<file path="config.mk">
export PLATFORM = sky130hd
export DESIGN_NAME = luma_digit_text_overlay
export DESIGN_NICKNAME = d
export VERILOG_FILES = /design/src/rtl/ldto_pkg.sv /design/src/rtl/ldto_cfg.sv /design/src/rtl/ldto_front.sv /design/src/rtl/ldto_queue.sv /design/src/rtl/ldto_back.sv /design/src/rtl/luma_digit_text_overlay.sv
export VERILOG_INCLUDE_DIRS = /design/src /design/src/rtl
export SDC_FILE = /design/constraint.sdc
export NUM_CORES = 2
export LEC_CHECK = 0
export BUFFER_PORTS_ARGS = -buffer_cell sky130_fd_sc_hd__buf_2
export CORE_ASPECT_RATIO = 0.9
export CORE_MARGIN = 2
export CORE_UTILIZATION = 50
export DETAILED_ROUTE_END_ITERATION = 10
export PLACE_DENSITY = 0.67
export SYNTH_ARGS = -nofsm -noshare
export SYNTH_HDL_FRONTEND = slang
export SYNTH_SLANG_ARGS = --single-unit
export TNS_END_PERCENT = 10
</file>
<file path="constraint.sdc">
create_clock -name clk -period 9.97 [get_ports clk]
set_input_delay 0.4985 -clock clk [delete_from_list [all_inputs] [get_ports clk]]
set_output_delay 0.4985 -clock clk [all_outputs]
set_load 0.02 [all_outputs]
</file>
<file path="src/rtl/luma_digit_text_overlay_assert.svh">
// Assertion helpers shared by the overlay RTL.
`ifndef LUMA_DIGIT_TEXT_OVERLAY_ASSERT_SVH
`define LUMA_DIGIT_TEXT_OVERLAY_ASSERT_SVH

// Condition holds at every edge outside reset.
`define LDTO_ASSERT_HOLDS(label, clk, rst, cond, msg) \
  label: assert property (@(posedge clk) disable iff (rst) (cond)) else $error(msg);

// Consequent holds in the cycle after the antecedent.
`define LDTO_ASSERT_NEXT(label, clk, rst, ante, cons, msg) \
  label: assert property (@(posedge clk) disable iff (rst) (ante) |=> (cons)) else $error(msg);

`endif

</file>
<file path="src/rtl/ldto_pkg.sv">
package ldto_pkg;

  localparam int CoordBits   = 16;
  localparam int CropDigits  = 5;
  localparam int CropSlots   = 23;
  localparam int SlotBits    = 5;
  localparam int StampDigits = 20;
  localparam int StampBits   = 5;
  localparam int AddrBits    = 6;
  localparam int QueueDepth  = 4;

  localparam logic [7:0] WhiteLuma = 8'd235;
  localparam logic [3:0] CommaCode = 4'd10;

  typedef enum logic [2:0] {
    REG_FRAME_WIDTH   = 3'd0,
    REG_FRAME_HEIGHT  = 3'd1,
    REG_CROP_VALID    = 3'd2,
    REG_CROP_LEFT     = 3'd3,
    REG_CROP_TOP      = 3'd4,
    REG_CROP_SPAN_X   = 3'd5,
    REG_CROP_SPAN_Y   = 3'd6,
    REG_CAPTURE_STAMP = 3'd7
  } reg_idx_t;

  typedef struct packed {
    logic [CoordBits-1:0] pixel_x;
    logic [CoordBits-1:0] pixel_y;
    logic [7:0]           luma_in;
    logic [7:0]           chroma_in;
  } pixel_t;

  typedef struct packed {
    logic [7:0] luma_out;
    logic [7:0] chroma_out;
    logic       glyph_hit;
  } result_t;

  typedef struct packed {
    logic [3:0] code;
    logic [7:0] start;
  } crop_slot_t;

  typedef struct packed {
    logic                           busy;
    logic [CoordBits-1:0]           frame_width;
    logic [CoordBits-1:0]           frame_height;
    logic [SlotBits-1:0]            crop_count;
    crop_slot_t [CropSlots-1:0]     slots;
    logic [StampBits-1:0]           stamp_len;
    logic [StampBits-1:0]           stamp_count;
    logic [StampDigits-1:0][3:0]    stamp_bcd;
  } layout_t;

  typedef struct packed {
    logic [7:0]           luma;
    logic [7:0]           chroma;
    logic                 l1;
    logic [3:0]           code1;
    logic [2:0]           dx1;
    logic [2:0]           ry1;
    logic                 l2;
    logic [StampBits-1:0] idx2;
    logic [1:0]           col2;
    logic [2:0]           ry2;
  } entry_t;

  function automatic logic [0:4][2:0] font_rows(input logic [3:0] code);
    logic [0:4][2:0] r;
    case (code)
      4'd0: r = '{3'd7, 3'd5, 3'd5, 3'd5, 3'd7};
      4'd1: r = '{3'd2, 3'd6, 3'd2, 3'd2, 3'd7};
      4'd2: r = '{3'd7, 3'd1, 3'd7, 3'd4, 3'd7};
      4'd3: r = '{3'd7, 3'd1, 3'd7, 3'd1, 3'd7};
      4'd4: r = '{3'd5, 3'd5, 3'd7, 3'd1, 3'd1};
      4'd5: r = '{3'd7, 3'd4, 3'd7, 3'd1, 3'd7};
      4'd6: r = '{3'd7, 3'd4, 3'd7, 3'd5, 3'd7};
      4'd7: r = '{3'd7, 3'd1, 3'd1, 3'd1, 3'd1};
      4'd8: r = '{3'd7, 3'd5, 3'd7, 3'd5, 3'd7};
      4'd9: r = '{3'd7, 3'd5, 3'd7, 3'd1, 3'd7};
      default: r = '{3'd0, 3'd0, 3'd0, 3'd0, 3'd0};
    endcase
    return r;
  endfunction

  function automatic logic glyph_bit(input logic [3:0] code, input logic [2:0] row,
                                     input logic [1:0] col);
    logic [0:4][2:0] r;
    logic [2:0]      line;
    r = font_rows(code);
    line = (row < 3'd5) ? r[row] : 3'd0;
    return (col < 2'd3) ? line[2'd2 - col] : 1'b0;
  endfunction

endpackage

</file>
<file path="src/rtl/ldto_cfg.sv">
`include "luma_digit_text_overlay_assert.svh"

module ldto_cfg (
  input  logic                         clk,
  input  logic                         rst,
  input  logic                         psel,
  input  logic                         penable,
  input  logic                         pwrite,
  input  logic [ldto_pkg::AddrBits-1:0] paddr,
  input  logic [63:0]                  pwdata,
  output logic [63:0]                  prdata,
  output ldto_pkg::layout_t            layout
);
  import ldto_pkg::*;

  typedef enum logic [3:0] {
    ST_LOAD = 4'b0001,
    ST_CONV = 4'b0010,
    ST_WALK = 4'b0100,
    ST_IDLE = 4'b1000
  } state_t;

  state_t state;

  logic [CoordBits-1:0] frame_width, frame_height;
  logic                 crop_on;
  logic [15:0]          crop_left, crop_top, crop_span_x, crop_span_y;
  logic [63:0]          capture_stamp;

  logic [3:0][15:0]                 crop_sh;
  logic [3:0][CropDigits-1:0][3:0]  crop_bcd;
  logic [63:0]                      stamp_sh;
  logic [StampDigits-1:0][3:0]      stamp_bcd;
  logic [5:0]                       cnt;

  logic [3:0][CropDigits-1:0][3:0]  crop_bcd_next;
  logic [StampDigits-1:0][3:0]      stamp_bcd_next;

  logic [1:0]           vi;
  logic [2:0]           p;
  logic                 comma;
  logic [8:0]           x;
  logic [SlotBits-1:0]  n;
  logic                 cdone;
  logic [StampBits-1:0] sc;
  logic                 sdone;
  logic [StampBits-1:0] stamp_len;
  crop_slot_t [CropSlots-1:0] slots;

  logic                 wr;
  reg_idx_t             widx;
  logic [2:0]           len_v;
  logic [StampBits-1:0] stamp_len_c;
  logic [3:0]           sym;
  logic [3:0]           adv;
  logic [2:0]           didx;
  logic                 cut;
  logic [8:0]           s_end;

  assign wr   = psel && penable && pwrite;
  assign widx = reg_idx_t'(paddr[AddrBits-1:3]);

  function automatic logic [3:0] dd_adj(input logic [3:0] d);
    return (d >= 4'd5) ? d + 4'd3 : d;
  endfunction

  always_comb begin
    logic [CropDigits*4-1:0]  ct;
    logic [StampDigits*4-1:0] st;
    for (int k = 0; k < 4; k++) begin
      for (int d = 0; d < CropDigits; d++) begin
        ct[d*4 +: 4] = dd_adj(crop_bcd[k][d]);
      end
      crop_bcd_next[k] = {ct[CropDigits*4-2:0], crop_sh[k][15]};
    end
    for (int d = 0; d < StampDigits; d++) begin
      st[d*4 +: 4] = dd_adj(stamp_bcd[d]);
    end
    stamp_bcd_next = {st[StampDigits*4-2:0], stamp_sh[63]};
  end

  always_comb begin
    len_v = 3'd1;
    for (int d = 1; d < CropDigits; d++) begin
      if (crop_bcd[vi][d] != 4'd0) len_v = 3'(d + 1);
    end
    stamp_len_c = 5'd1;
    for (int d = 1; d < StampDigits; d++) begin
      if (stamp_bcd[d] != 4'd0) stamp_len_c = 5'(d + 1);
    end
  end

  always_comb begin
    didx  = len_v - 3'd1 - p;
    sym   = comma ? CommaCode : crop_bcd[vi][didx];
    adv   = comma ? 4'd4 : 4'd8;
    cut   = ({8'd0, x} + {13'd0, adv}) >= {1'b0, frame_width};
    s_end = 9'd8 + {1'b0, (6'({1'b0, sc}) + 6'd1), 2'b00};
  end

  always_ff @(posedge clk) begin
    if (rst) begin
      state         <= ST_LOAD;
      frame_width   <= 16'd640;
      frame_height  <= 16'd480;
      crop_on       <= 1'b0;
      crop_left     <= '0;
      crop_top      <= '0;
      crop_span_x   <= '0;
      crop_span_y   <= '0;
      capture_stamp <= '0;
      n             <= '0;
      sc            <= '0;
    end else if (wr) begin
      state <= ST_LOAD;
      case (widx)
        REG_FRAME_WIDTH:   frame_width   <= pwdata[CoordBits-1:0];
        REG_FRAME_HEIGHT:  frame_height  <= pwdata[CoordBits-1:0];
        REG_CROP_VALID:    crop_on       <= pwdata[0];
        REG_CROP_LEFT:     crop_left     <= pwdata[15:0];
        REG_CROP_TOP:      crop_top      <= pwdata[15:0];
        REG_CROP_SPAN_X:   crop_span_x   <= pwdata[15:0];
        REG_CROP_SPAN_Y:   crop_span_y   <= pwdata[15:0];
        REG_CAPTURE_STAMP: capture_stamp <= pwdata;
        default: ;
      endcase
    end else begin
      case (state)
        ST_LOAD: begin
          crop_sh[0] <= crop_on ? crop_left   : 16'd0;
          crop_sh[1] <= crop_on ? crop_top    : 16'd0;
          crop_sh[2] <= crop_on ? crop_span_x : 16'd0;
          crop_sh[3] <= crop_on ? crop_span_y : 16'd0;
          stamp_sh   <= capture_stamp;
          crop_bcd   <= '0;
          stamp_bcd  <= '0;
          cnt        <= '0;
          vi         <= '0;
          p          <= '0;
          comma      <= 1'b0;
          x          <= 9'd8;
          n          <= '0;
          cdone      <= 1'b0;
          sc         <= '0;
          sdone      <= 1'b0;
          state      <= ST_CONV;
        end
        ST_CONV: begin
          cnt       <= cnt + 6'd1;
          stamp_sh  <= {stamp_sh[62:0], 1'b0};
          stamp_bcd <= stamp_bcd_next;
          if (cnt[5:4] == 2'd0) begin
            crop_bcd <= crop_bcd_next;
            for (int k = 0; k < 4; k++) crop_sh[k] <= {crop_sh[k][14:0], 1'b0};
          end
          if (cnt == 6'd63) state <= ST_WALK;
        end
        ST_WALK: begin
          stamp_len <= stamp_len_c;
          if (!cdone) begin
            if (cut) begin
              cdone <= 1'b1;
            end else begin
              slots[n[SlotBits-1:0]].code  <= sym;
              slots[n[SlotBits-1:0]].start <= 8'(x - 9'd8);
              n <= n + 5'd1;
              x <= x + {5'd0, adv};
              if (comma) begin
                comma <= 1'b0;
              end else if (p == len_v - 3'd1) begin
                if (vi == 2'd3) begin
                  cdone <= 1'b1;
                end else begin
                  vi    <= vi + 2'd1;
                  p     <= '0;
                  comma <= 1'b1;
                end
              end else begin
                p <= p + 3'd1;
              end
            end
          end
          if (!sdone) begin
            if (sc == stamp_len_c || {8'd0, s_end} >= {1'b0, frame_width}) sdone <= 1'b1;
            else sc <= sc + 5'd1;
          end
          if (cdone && sdone) state <= ST_IDLE;
        end
        ST_IDLE: ;
        default: state <= ST_LOAD;
      endcase
    end
  end

  always_comb begin
    case (reg_idx_t'(paddr[AddrBits-1:3]))
      REG_FRAME_WIDTH:   prdata = {48'd0, frame_width};
      REG_FRAME_HEIGHT:  prdata = {48'd0, frame_height};
      REG_CROP_VALID:    prdata = {63'd0, crop_on};
      REG_CROP_LEFT:     prdata = {48'd0, crop_left};
      REG_CROP_TOP:      prdata = {48'd0, crop_top};
      REG_CROP_SPAN_X:   prdata = {48'd0, crop_span_x};
      REG_CROP_SPAN_Y:   prdata = {48'd0, crop_span_y};
      REG_CAPTURE_STAMP: prdata = capture_stamp;
      default:           prdata = '0;
    endcase
  end

  always_comb begin
    layout.busy         = (state != ST_IDLE);
    layout.frame_width  = frame_width;
    layout.frame_height = frame_height;
    layout.crop_count   = n;
    layout.slots        = slots;
    layout.stamp_len    = stamp_len;
    layout.stamp_count  = sc;
    layout.stamp_bcd    = stamp_bcd;
  end

  `LDTO_ASSERT_NEXT(a_wr_reload, clk, rst, wr, state == ST_LOAD, "write did not restart layout")
  `LDTO_ASSERT_HOLDS(a_crop_cnt, clk, rst, n <= SlotBits'(CropSlots), "crop count overflow")
  `LDTO_ASSERT_HOLDS(a_stamp_cnt, clk, rst, (state != ST_IDLE) || (sc <= stamp_len),
                     "stamp count beyond digits")

endmodule

</file>
<file path="src/rtl/ldto_front.sv">
module ldto_front (
  input  ldto_pkg::pixel_t  pixel,
  input  ldto_pkg::layout_t layout,
  output ldto_pkg::entry_t  entry
);
  import ldto_pkg::*;

  logic [CoordBits-1:0] px, py, u, dy1, dy2;
  logic                 in_frame, right, row1, row2;
  logic [CropSlots-1:0] hitv;
  logic [3:0]           code1;
  logic [2:0]           dx1;

  always_comb begin
    logic [8:0] s_end;
    logic [7:0] off;
    px       = pixel.pixel_x;
    py       = pixel.pixel_y;
    u        = px - CoordBits'(8);
    dy1      = py - CoordBits'(8);
    dy2      = py - CoordBits'(22);
    in_frame = (px < layout.frame_width) && (py < layout.frame_height);
    right    = px >= CoordBits'(8);
    row1     = (py >= CoordBits'(8)) && (py < CoordBits'(18));
    row2     = (py >= CoordBits'(22)) && (py < CoordBits'(27)) &&
               (layout.frame_height > CoordBits'(27));
    code1    = '0;
    dx1      = '0;
    for (int j = 0; j < CropSlots; j++) begin
      s_end   = {1'b0, layout.slots[j].start} +
                ((layout.slots[j].code == CommaCode) ? 9'd4 : 9'd8);
      hitv[j] = (SlotBits'(j) < layout.crop_count) &&
                (u[7:0] >= layout.slots[j].start) && ({1'b0, u[7:0]} < s_end);
      off     = u[7:0] - layout.slots[j].start;
      code1   = code1 | ({4{hitv[j]}} & layout.slots[j].code);
      dx1     = dx1 | ({3{hitv[j]}} & off[2:0]);
    end
    entry.luma   = pixel.luma_in;
    entry.chroma = pixel.chroma_in;
    entry.l1     = in_frame && row1 && right && (u[CoordBits-1:8] == '0) && (|hitv);
    entry.code1  = code1;
    entry.dx1    = dx1;
    entry.ry1    = dy1[3:1];
    entry.l2     = in_frame && row2 && right &&
                   (u < CoordBits'({layout.stamp_count, 2'b00}));
    entry.idx2   = u[StampBits+1:2];
    entry.col2   = u[1:0];
    entry.ry2    = dy2[2:0];
  end

endmodule

</file>
<file path="src/rtl/ldto_queue.sv">
`include "luma_digit_text_overlay_assert.svh"

module ldto_queue (
  input  logic             clk,
  input  logic             rst,
  input  logic             push,
  input  ldto_pkg::entry_t wdata,
  input  logic             pop,
  output ldto_pkg::entry_t rdata,
  output logic             empty,
  output logic             full
);
  import ldto_pkg::*;

  entry_t     mem [QueueDepth];
  logic [1:0] wp, rp;
  logic [2:0] count;

  assign empty = (count == 3'd0);
  assign full  = (count == 3'(QueueDepth));
  assign rdata = mem[rp];

  always_ff @(posedge clk) begin
    if (rst) begin
      wp    <= '0;
      rp    <= '0;
      count <= '0;
    end else begin
      if (push) wp <= wp + 2'd1;
      if (pop)  rp <= rp + 2'd1;
      case ({push, pop})
        2'b10:   count <= count + 3'd1;
        2'b01:   count <= count - 3'd1;
        default: count <= count;
      endcase
    end
  end

  always_ff @(posedge clk) begin
    if (push) mem[wp] <= wdata;
  end

  `LDTO_ASSERT_HOLDS(a_q_bound, clk, rst, count <= 3'(QueueDepth), "queue overfilled")
  `LDTO_ASSERT_HOLDS(a_q_pop, clk, rst, !pop || (count != 3'd0), "pop from empty queue")
  `LDTO_ASSERT_NEXT(a_q_push, clk, rst, push && !pop, count == $past(count) + 3'd1,
                    "push not counted")

endmodule

</file>
<file path="src/rtl/ldto_back.sv">
module ldto_back (
  input  logic              clk,
  input  logic              rst,
  input  ldto_pkg::entry_t  head,
  input  logic              empty,
  output logic              pop,
  input  ldto_pkg::layout_t layout,
  output logic              result_valid,
  input  logic              result_ready,
  output ldto_pkg::result_t result
);
  import ldto_pkg::*;

  logic                 hit1, hit2, hit;
  logic [3:0]           d2;
  logic [StampBits-1:0] sidx;

  assign pop = !empty && (!result_valid || result_ready);

  always_comb begin
    sidx = layout.stamp_len - 5'd1 - head.idx2;
    d2   = layout.stamp_bcd[sidx];
    if (head.code1 == CommaCode) begin
      hit1 = head.l1 && (head.dx1[2:1] == 2'd1) && (head.ry1 == 3'd4);
    end else begin
      hit1 = head.l1 && glyph_bit(head.code1, head.ry1, head.dx1[2:1]);
    end
    hit2 = head.l2 && glyph_bit(d2, head.ry2, head.col2);
    hit  = hit1 || hit2;
  end

  always_ff @(posedge clk) begin
    if (rst) begin
      result_valid <= 1'b0;
    end else if (pop) begin
      result_valid <= 1'b1;
    end else if (result_ready) begin
      result_valid <= 1'b0;
    end
  end

  always_ff @(posedge clk) begin
    if (pop) begin
      result.luma_out   <= hit ? WhiteLuma : head.luma;
      result.chroma_out <= head.chroma;
      result.glyph_hit  <= hit;
    end
  end

endmodule

</file>
<file path="src/rtl/luma_digit_text_overlay.sv">
// channel   | direction | payload         | handshake
// pixel     | in        | pixel_t         | pixel_valid / pixel_ready
// result    | out       | result_t        | result_valid / result_ready
// apb       | in        | 64-bit regs @8i | psel, penable, pwrite, pready=1
// One pixel per cycle sustained while the layout is idle and result_ready is high;
// each result passes through the queue and the result register. A 4-entry queue sits
// between classification and glyph lookup. After reset and after every register write
// the text layout is rebuilt: a load, BCD shift conversion, then the layout walk; pixel_ready is low then.
// Stalls on result_ready back up through the queue to pixel_ready.
module luma_digit_text_overlay (
  input  logic                          clk,
  input  logic                          rst,
  input  logic                          pixel_valid,
  output logic                          pixel_ready,
  input  ldto_pkg::pixel_t              pixel,
  output logic                          result_valid,
  input  logic                          result_ready,
  output ldto_pkg::result_t             result,
  input  logic                          psel,
  input  logic                          penable,
  input  logic                          pwrite,
  input  logic [ldto_pkg::AddrBits-1:0] paddr,
  input  logic [63:0]                   pwdata,
  output logic [63:0]                   prdata,
  output logic                          pready
);
  import ldto_pkg::*;

  layout_t layout;
  entry_t  entry, head;
  logic    empty, full, push, pop;

  assign pready      = 1'b1;
  assign pixel_ready = !layout.busy && !full;
  assign push        = pixel_valid && pixel_ready;

  ldto_cfg u_cfg (
    .clk, .rst, .psel, .penable, .pwrite, .paddr, .pwdata, .prdata, .layout
  );

  ldto_front u_front (
    .pixel, .layout, .entry
  );

  ldto_queue u_queue (
    .clk, .rst, .push, .wdata(entry), .pop, .rdata(head), .empty, .full
  );

  ldto_back u_back (
    .clk, .rst, .head, .empty, .pop, .layout, .result_valid, .result_ready, .result
  );

endmodule

</file>
==> flow_summary_export.csv <==
group,metric,value,unit
cells_and_area,layout.nets,5932,
floorplanning,io_pins,209,
timing,drv_slew,0,
timing,worstMarginPinSlew,1.233,ns
synth,synth-edff-count,709,
floorplanning,rows,112,
cells_and_area,drive_above_1_share,0.1026,
synth,ys_ff_latch,894,
floorplanning,start_util,0.5025,
flow_run,drv_cap,0,
clock_network,clock_path_buffers,3,
global_routing,antenna_found_initial,7,
cells_and_area,fillCellCount,8851,
status,status,"completed",
floorplanning,coreArea,103300,µm²
synth,synth.distinct_cells,89,
route,viasPerCell,5.712,
route,drtPass1Iterations,6,
cells_and_area,area_growth,11.56,%
synth,synth_simple_gate_area_share,0.1624,
clock_network,insertion_delay,0.70,ns
worst_setup_path,cp-start-kind,"flop",
synth,synth_area_per_cell,10.19,µm²
route,routed-via-count,38520,
global_routing,grt_util_all_layers,0.2495,
synth,yosys_warnings,0,
cells_and_area,register_area,25000,µm²
route,drc,0,
floorplanning,dieArea,106400,µm²
cells_and_area,multiInputGateArea,24970,µm²
timing,finClkSkew,0.03679,ns
floorplanning,chipWidth,343.6,µm
synth,syn_nets,5738,
synth,synthAdderAreaFrac,0.1290,
worst_setup_path,rr_worst_depth,15,
synth,synth_mux_area_frac,0.04451,
floorplanning,die_y,309.6,µm
clock_network,cts.sinks,894,
clock_network,path_clk_slew,0.06,ns
timing,min_period_over_period,0.6226,
timing,final-setup-viol-count,0,
synth,netlist_area,51900,µm²
route,wl,134200,µm
clock_network,h-tree-depth,3,
route,ant_nets,0,
global_routing,grt_pass1_vias,36920,
synth,synthArstFlopShare,0,
worst_hold_path,hold-path-endpoint,"u_cfg.capture_stamp[29]",
worst_hold_path,worstHoldStart,"pwdata[29]",
timing,hold_viol,0,
placement,gp_congestion,0.9376,
worst_setup_path,crit_slowest_cell,"mux4_2",
worst_setup_path,cp.arrival,6.62,ns
synth,synth_flop_cell,"edfxtp_1",
timing,tns,0,ns
worst_setup_path,worstPathRequired,10.38,ns
placement,hpwlAfterDp,91580,µm
power_and_ir_drop,max-vdd-ir-drop,0.1596,mV
worst_setup_path,timing.rr.end,"u_back.result[11]",
power_and_ir_drop,power_density,170.9,nW/µm²
clock_network,cts_tree,"done",
worst_setup_path,critPathCaptureType,"flop",
power_and_ir_drop,leakage,22.14,nW
global_routing,overflow,0,
worst_setup_path,worst-setup-path-type,"flop to flop",
worst_hold_path,hold_path_class,"input pin to flop",
timing,finalCriticalPeriod,6.207,ns
global_routing,grt_start_max_net_pins,89,
route,wl_per_cell,19.89,µm
worst_setup_path,crit_family,"multiplexers",
clock_network,root_buffer,"clkbuf_16",
power_and_ir_drop,finalPower,0.009895,W
clock_network,cts_buffers,97,
synth,synth_top_family_by_area,"simple AND/OR/NAND/NOR gates",
clock_network,post-cts-setup-buffers,0,
worst_setup_path,reg2reg_slack,3.76,ns
synth,synth_xor_area_frac,0.03428,
timing,whs,0.04878,ns
timing,relSlewSlack,0.1733,
timing,grt_setup_unrepaired,"no",
cells_and_area,final_core_util,0.5606,
placement,port-buffer-count,204,
worst_setup_path,path_cells,"buf_4 > mux4_2 > inv_1 > ha_1 > xnor2_2 > mux4_2 > o21ai_1 > inv_1 > ha_1 > and4b_1 > o31ai_1 > nand4_1 > a32o_1 > nor4_1 > a21oi_1",
worst_setup_path,cp_num_buf_inv,3,
synth,postSynthCellCount,5094,
synth,synth_seq_area_share,0.4816,
worst_setup_path,critPathMaxFanout,31,
global_routing,grt_pass1_wl,208700,µm
worst_hold_path,holdPathStages,3,
clock_network,post_cts_resized,0,
worst_setup_path,critPathMaxStageDelay,0.68,ns
route,drt_iter0_markers,3475,
timing,fmax,161.1,MHz
synth,synth_compound_area_frac,0.1076,
==> timing repair <==
action | in CTS | in global routing
hold buffers | 18 | 0
setup endpoints to repair | 0 | 0
endpoints found under the hold margin | 59 | 0
==> area by class of cell <==
type,instances,area share
sequential,894,0.4318
multi-input combinational,3645,0.4312
clock buffer,124,0.04543
tap,1368,0.02956
timing repair buffer,270,0.02708
inverter,380,0.02464
clock inverter,59,0.01011
antenna,4,0.0001729
==> metal layers <==
| layer | track usage | wire, µm |
|---|---|---|
| met1 | 0.3409 | 58180 |
| met2 | 0.4056 | 62280 |
| met3 | 0.04252 | 9539 |
| met4 | 0.07860 | 4080 |
| met5 | 0 | 72 |
==> cell usage in the layout, fill, tap and decap left out, drive strengths merged, types with 23 or more instances in the layout <==
cell type  count
and3          23
a21o          37
buf          252
xor2          71
nand4         40
o21ai        154
fa            27
nand2        833
a21oi        390
and2          86
inv          384
clkbuf       124
dfxtp        185
nand2b        61
nand3        155
nor2         501
mux2i         26
nand4bb       23
edfxtp       709
clkinv        42
o21a         156
ha           492
nor4          24
nor3          71
xnor2        126
mux4          84
==> registers in the layout, summed over array words and instances (netlist names), 17 cells and up, named ones only <==
name and cells:
u_cfg.crop_sh 60, u_queue.mem 148, u_cfg.crop_bcd 80, u_back.result 17, u_cfg.stamp_sh 64, u_cfg.capture_stamp 64, u_cfg.layout 310
==> synthesized netlist by cell type, drive strengths merged (26+ instances only) <==
| cell | number | area [µm²] |
|---|---|---|
| a21o | 37 | 277.8 |
| a21oi | 390 | 1956 |
| and2 | 86 | 538.0 |
| clkbuf | 154 | 578.1 |
| dfxtp | 185 | 3704 |
| edfxtp | 709 | 21290 |
| fa | 27 | 540.5 |
| ha | 492 | 6156 |
| inv | 378 | 1419 |
| mux2i | 26 | 260.3 |
| mux4 | 84 | 1892 |
| nand2 | 833 | 3127 |
| nand2b | 61 | 381.6 |
| nand3 | 155 | 780.8 |
| nand4 | 40 | 250.2 |
| nor2 | 501 | 1881 |
| nor3 | 71 | 355.3 |
| o21a | 156 | 1171 |
| o21ai | 154 | 774.5 |
| xnor2 | 126 | 1111 |
| xor2 | 71 | 621.9 |
==> stage by stage <==
stage,setup slack (ns),cell area (µm²),cells
2_1_floorplan,0.8715,51900,5094
3_3_place_gp,3.803,54490,6539
3_5_place_dp,3.775,54490,6539
4_1_cts,3.744,57890,6740
5_1_grt,3.329,57890,6741
6_report,3.763,57900,6744
==> where the power goes <==
group	switching, W	internal (W)	total (W)	leakage, nW
Combinational	0.00115	0.000690	0.00184	12.2
Clock	0.00155	0.00209	0.00364	1.57
Sequential	0.000132	0.00428	0.00441	8.39
Total	0.00284	0.00706	0.00990	22.1
==> logic make-up after synthesis <==
group,count (synthesis)
and+or+nand+nor,1891
DFF,894
adders and majority gates,519
muxes,124
xor gates and xnor gates,199
buffers and inverters,555
AOI/OAI and AO/OA,910
other,2
==> worst max path at each step <==
stage	slack, ns	cells past startpoint	start	endpoint
after floorplan	0.87	4	psel	u_cfg.cnt[0]
after global placement	3.80	15	flop	u_back.result[13]
after detailed placement	3.77	15	flop	u_back.result[11]
after CTS	3.74	15	flop	u_back.result[11]
after global routing	3.33	15	flop	u_back.result[11]
final	3.76	15	flop	u_back.result[11]
==> worst reg2reg max path: stages, from the launching register on <==
cell and delay, ns:
dfxtp_2 0.51, buf_4 0.60, mux4_2 0.61, inv_1 0.10, ha_1 0.31, xnor2_2 0.60, mux4_2 0.68, o21ai_1 0.48
inv_1 0.20, ha_1 0.43, and4b_1 0.22, o31ai_1 0.24, nand4_1 0.13, a32o_1 0.28, nor4_1 0.40, a21oi_1 0.14
Power figures use the tool's default switching activity.
